===== src/sv/bsra_pkg.sv =====
// Package: shared constants, payload types and controller/datapath interface types.
`default_nettype none
package bsra_pkg;

  localparam int unsigned PixW     = 15;
  localparam int unsigned PosW     = 16;
  localparam int unsigned SizeW    = 17;
  localparam int unsigned SumW     = 31;
  localparam int unsigned DimW     = 9;
  localparam int unsigned WgtW     = 17;
  localparam int unsigned CfgDataW = 17;
  localparam int unsigned CfgIdxW  = 2;
  localparam int unsigned MemDepth = 65536;
  localparam int unsigned DivCntW  = $clog2(SumW);
  localparam int unsigned ProdW    = 34;

  localparam logic [DimW-1:0] DimMax     = DimW'(256);
  localparam logic [DimW-1:0] DimMin     = DimW'(1);
  localparam logic [WgtW-1:0] WeightOne  = WgtW'(65536);
  localparam logic [WgtW-1:0] WeightRst  = WgtW'(32768);
  localparam logic [PixW-1:0] PixMax     = {PixW{1'b1}};

  localparam logic CMD_PROCESS = 1'b0;
  localparam logic CMD_LOAD    = 1'b1;

  typedef enum logic [CfgIdxW-1:0] {
    CFG_WIDTH  = 2'd0,
    CFG_HEIGHT = 2'd1,
    CFG_WEIGHT = 2'd2
  } cfg_idx_e;

  typedef struct packed {
    logic            cmd;
    logic [PixW-1:0] pixel;
  } in_req_t;

  typedef struct packed {
    logic [PixW-1:0] difference;
    logic            frame_last;
    logic [PixW-1:0] frame_mean;
  } out_rsp_t;

  typedef struct packed {
    logic take_load;
    logic take_pix;
    logic mul_en;
    logic upd_en;
    logic out_load;
  } ctrl_cmd_t;

  typedef struct packed {
    logic last;
    logic div_done;
    logic out_free;
  } dp_sts_t;

  function automatic logic [DimW-1:0] clamp_dim(input logic [DimW-1:0] d);
    logic [DimW-1:0] r;
    r = d;
    if (d == '0) r = DimMin;
    else if (d > DimMax) r = DimMax;
    return r;
  endfunction

endpackage
`default_nettype wire


===== src/sv/bsra_ctrl.sv =====
// Controller: sequences load, read, blend, update, mean division and result hand-off.
`default_nettype none
module bsra_ctrl
  import bsra_pkg::*;
(
  input  wire logic    clk_i,
  input  wire logic    rst_ni,
  input  wire logic    in_valid_i,
  input  wire logic    in_cmd_i,
  output logic         in_stall_o,
  input  wire dp_sts_t sts_i,
  output ctrl_cmd_t    cmd_o
);

  typedef enum logic [4:0] {
    S_IDLE = 5'b00001,
    S_READ = 5'b00010,
    S_UPD  = 5'b00100,
    S_DIV  = 5'b01000,
    S_OUT  = 5'b10000
  } state_e;

  state_e state_q, state_d;

  always_comb begin
    state_d = state_q;
    cmd_o   = '0;
    case (state_q)
      S_IDLE: begin
        if (in_valid_i) begin
          if (in_cmd_i == CMD_LOAD) begin
            cmd_o.take_load = 1'b1;
          end else begin
            cmd_o.take_pix = 1'b1;
            state_d        = S_READ;
          end
        end
      end
      S_READ: begin
        cmd_o.mul_en = 1'b1;
        state_d      = S_UPD;
      end
      S_UPD: begin
        cmd_o.upd_en = 1'b1;
        state_d      = sts_i.last ? S_DIV : S_OUT;
      end
      S_DIV: begin
        if (sts_i.div_done) begin
          state_d = S_OUT;
        end
      end
      S_OUT: begin
        if (sts_i.out_free) begin
          cmd_o.out_load = 1'b1;
          state_d        = S_IDLE;
        end
      end
      default: state_d = S_IDLE;
    endcase
  end

  always_ff @(posedge clk_i or negedge rst_ni) begin
    if (!rst_ni) begin
      state_q <= S_IDLE;
    end else begin
      state_q <= state_d;
    end
  end

  assign in_stall_o = (state_q != S_IDLE);

endmodule
`default_nettype wire


===== config.mk =====
export PLATFORM = sky130hd
export DESIGN_NAME = bsra_ctrl
export DESIGN_NICKNAME = d
export VERILOG_FILES = /design/src/sv/bsra_pkg.sv /design/src/sv/bsra_ctrl.sv
export SDC_FILE = /design/constraint.sdc
export NUM_CORES = 1
export LEC_CHECK = 0
export BUFFER_PORTS_ARGS = -buffer_cell sky130_fd_sc_hd__buf_2
export CORE_AREA = 2 2 39 41
export DETAILED_ROUTE_END_ITERATION = 16
export DIE_AREA = 0 0 41 43
export HOLD_SLACK_MARGIN = 0.12
export PLACE_DENSITY = 0.51
export SYNTH_ARGS = -nofsm -noshare
export SYNTH_HDL_FRONTEND = slang
export SYNTH_SLANG_ARGS = --single-unit

===== constraint.sdc =====
create_clock -name clk_i -period 2.2 [get_ports clk_i]
set_clock_uncertainty 0.15 [all_clocks]
set_input_delay 0.33 -clock clk_i [delete_from_list [all_inputs] [get_ports clk_i]]
set_output_delay 0.33 -clock clk_i [all_outputs]
set_load 0.005 [all_outputs]

==> results.tsv <==
stage	metric	value	unit
run_status	outcome	complete, no violations	
die	io_pins	13	
power	pwr-share-clk	0.237	
logic_synthesis	synth-edff-count	0	
grt	grt_max_degree	8	
critical_path	slowest_delay	0.44	ns
logic_synthesis	syn_inst	35	
critical_path	slowest_stage	dfrtp_1	
detailed_routing	wl	649	µm
timing	fmax	477.3	MHz
critical_path	worst-r2r-setup-slack	0.68	ns
die	core_area	1384	µm²
logic_synthesis	syn_nets	42	
grt	grt_overflow_total	0	
critical_path	rr_worst_depth	3	
logic_synthesis	synth.distinct_cells	25	
timing	slew_headroom	0.7876	
final_layout	diodes	0	
place	gp_congestion	0.6549	
logic_synthesis	synth_ff_type	dfrtp_1	
power	vdd_drop_max	0.0003004	V
power	pwr-share-comb	0.447	
hold_path	hold_path_end	state_q[3]	
critical_path	worstReg2RegStart	state_q[1]	
clock_network	cts.clk_slew.worst_paths	0.04	ns
critical_path	cp.arrival	1.62	ns
power	p_leak	0.0002313	µW
logic_synthesis	syn_area_per_cell	10.72	µm²
detailed_routing	drt-vias-per-instance	4.552	
final_layout	fillers	150	
hold_path	min_path_cells	2	
critical_path	crit_fanout	7	
die	num_rows	14	
grt	track_usage	0.09211	
power	internal_power	285.8	µW
die	die-area	1763	µm²
timing	worst_pin_slew	0.3161	ns
logic_synthesis	netlist_area	375.4	µm²
critical_path	r2r_end	state_q[0]	
power	p_sw	138.3	µW
final_layout	max_flop_register	state_q	
final_layout	area_growth	29.00	%
clock_network	cts_root_buf	clkbuf_4	
critical_path	critPathRequiredTime	1.72	ns
flow_run	maxCapViolCount	0	
critical_path	startpoint_type	flip-flop	
detailed_routing	wire_per_inst	9.687	µm
logic_synthesis	yosysWarnings	0	
final_layout	drive_above_1_share	0.5294	
critical_path	end_kind	primary output	
clock_network	cts_buffers	3	
clock_network	cts_tree	done	
logic_synthesis	synth-async-reset-ratio	1.000	
power	swShare	0.3261	
grt	first_global_vias	276	
final_layout	fin_util	0.3499	
grt	antenna_found_initial	0	
die	fp.dieH	43	µm
detailed_routing	firstDrtPassIters	4	
critical_path	critical_path_class	flip-flop to primary output	
timing	finalMaxSlewViolations	0	
power	pwr-share-seq	0.316	
timing	rsz0062_at_grt	no	
timing	period_minus_slack	2.095	ns
hold_path	hold_path.startpoint	sts_i[2]	
clock_network	post_cts_buffers	0	
detailed_routing	drt_iter0_markers	4	
clock_network	insertion_delay	0.23	ns
clock_network	cts.htree.levels	1	
hold_path	hold_path_class	input port to flip-flop	
die	die_width	41	µm
logic_synthesis	ys_seq_area_frac	0.3367	
final_layout	final_nets	59	
timing	fin_crit_sh	0.9524	
final_layout	largest_register_ff_count	5	
timing	tns	0	ns
detailed_routing	vias	305	
critical_path	path_buf_inv	1	
logic_synthesis	synth-seq-cells	5	
place	numPortBuffers	12	
power	power	424.1	µW
die	initial_core_util	0.2712	
final_layout	reg_top3	state_q (5)	
grt	grt_pass1_wl	1076	µm
detailed_routing	drc	0	
detailed_routing	ant_nets	0	
timing	hold_viol_final	0	
power	power.density	875.9	nW/µm²
place	dpl.hpwl	538.9	µm
critical_path	crit_path_cell_trace	or3_4 -> or2_4 -> nor2b_2 -> buf_2	
critical_path	crit_family	simple AND/OR/NAND/NOR gates	
clock_network	clockBufferDepth	2	
clock_network	cts.sinks	5	
timing	finalSetupViolations	0	
through the flow:
step / area (µm²) / setup slack (ns) / instances / hold WS [ns]
2_1_floorplan: 375.4 / 0.4761 / 35 / -0.1156
3_3_place_gp: 447.9 / 0.3673 / 62 / -0.003860
3_5_place_dp: 447.9 / 0.3525 / 62 / -0.005705
4_1_cts: 484.2 / 0.08975 / 67 / 0.1622
5_1_grt: 484.2 / 0.03087 / 67 / 0.1607
6_report: 484.2 / 0.1048 / 67 / 0.1670
cell families after synthesis:
kind of cell | count (synthesis) | synth area share
flip-flops | 5 | 0.3367
buffers and inverters | 1 | 0.02001
AO/OA/AOI/OAI | 5 | 0.1233
AND/OR/NAND/NOR | 23 | 0.4967
XOR/XNOR | 1 | 0.02334
worst max-delay path by stage:
stage,startpoint,to,slack (ns),depth (start not counted)
2_1_floorplan,state_q[3],cmd_o[3],0.48,3
3_3_place_gp,state_q[3],cmd_o[3],0.37,4
3_5_place_dp,state_q[3],cmd_o[3],0.35,4
4_1_cts,state_q[3],cmd_o[4],0.09,4
5_1_grt,state_q[3],cmd_o[4],0.03,4
6_report,state_q[3],cmd_o[3],0.10,4
timing repair:
item / in CTS / in global routing
gates resized for setup: 0 / 0
hold buffers: 1 / 0
endpoints found under the setup margin: 0 / 0
hold endpoints to repair: 5 / 0
cells in the mapped netlist, types with 2 or more instances:
master	count	area (µm²)
a21o_1	2	15.01
and2b_2	2	17.52
dfrtp_1	4	100.1
nor2_1	2	7.510
nor2b_1	2	12.51
nor2b_2	2	17.52
or2b_1	2	15.01
or3_4	2	22.52
layer usage:
| layer | wire length, µm | GRT usage | vias to the layer above |
|---|---|---|---|
| li1 | - | - | 160 |
| met1 | 301 | 0.1254 | 137 |
| met2 | 324 | 0.1188 | 8 |
| met3 | 23 | 0.03141 | 0 |
| met4 | 0 | 0.06000 | 0 |
| met5 | 0 | 0 | - |
power by group through the flow:
stage	clock network, µW	logic (µW)	registers, µW
floorplan	0	150	130
global placement	0	191	135
detailed placement	0	190	135
CTS	106	193	134
global route	116	206	137
finish	100	190	134
cell usage in the layout, fill, tap and decap left out, drive strengths merged:
cell         synthesis  routed
dfstp                1       1
dlygate4sd3          0       1
or3                  3       3
o311a                1       1
xor2                 1       1
and2b                2       2
nor4b                1       1
nor2                 3       3
nand2                1       1
a211oi               1       1
nor2b                4       4
a221oi               1       1
or2                  1       1
buf                  1      12
a21o                 2       2
nand4b               1       1
clkbuf               0       4
dfrtp                4       4
and4                 1       1
or3b                 1       1
nor3b                1       1
or2b                 2       2
nor3                 2       2
cell type report:
class,count,area (µm²),area share
flip-flops and latches,5,126.4,0.2610
repair buffers,13,70.07,0.1447
clock buffers,4,26.28,0.05426
multi-input cells,29,241.5,0.4987
well taps,16,20.02,0.04134
(Power assumes the default switching activity.)
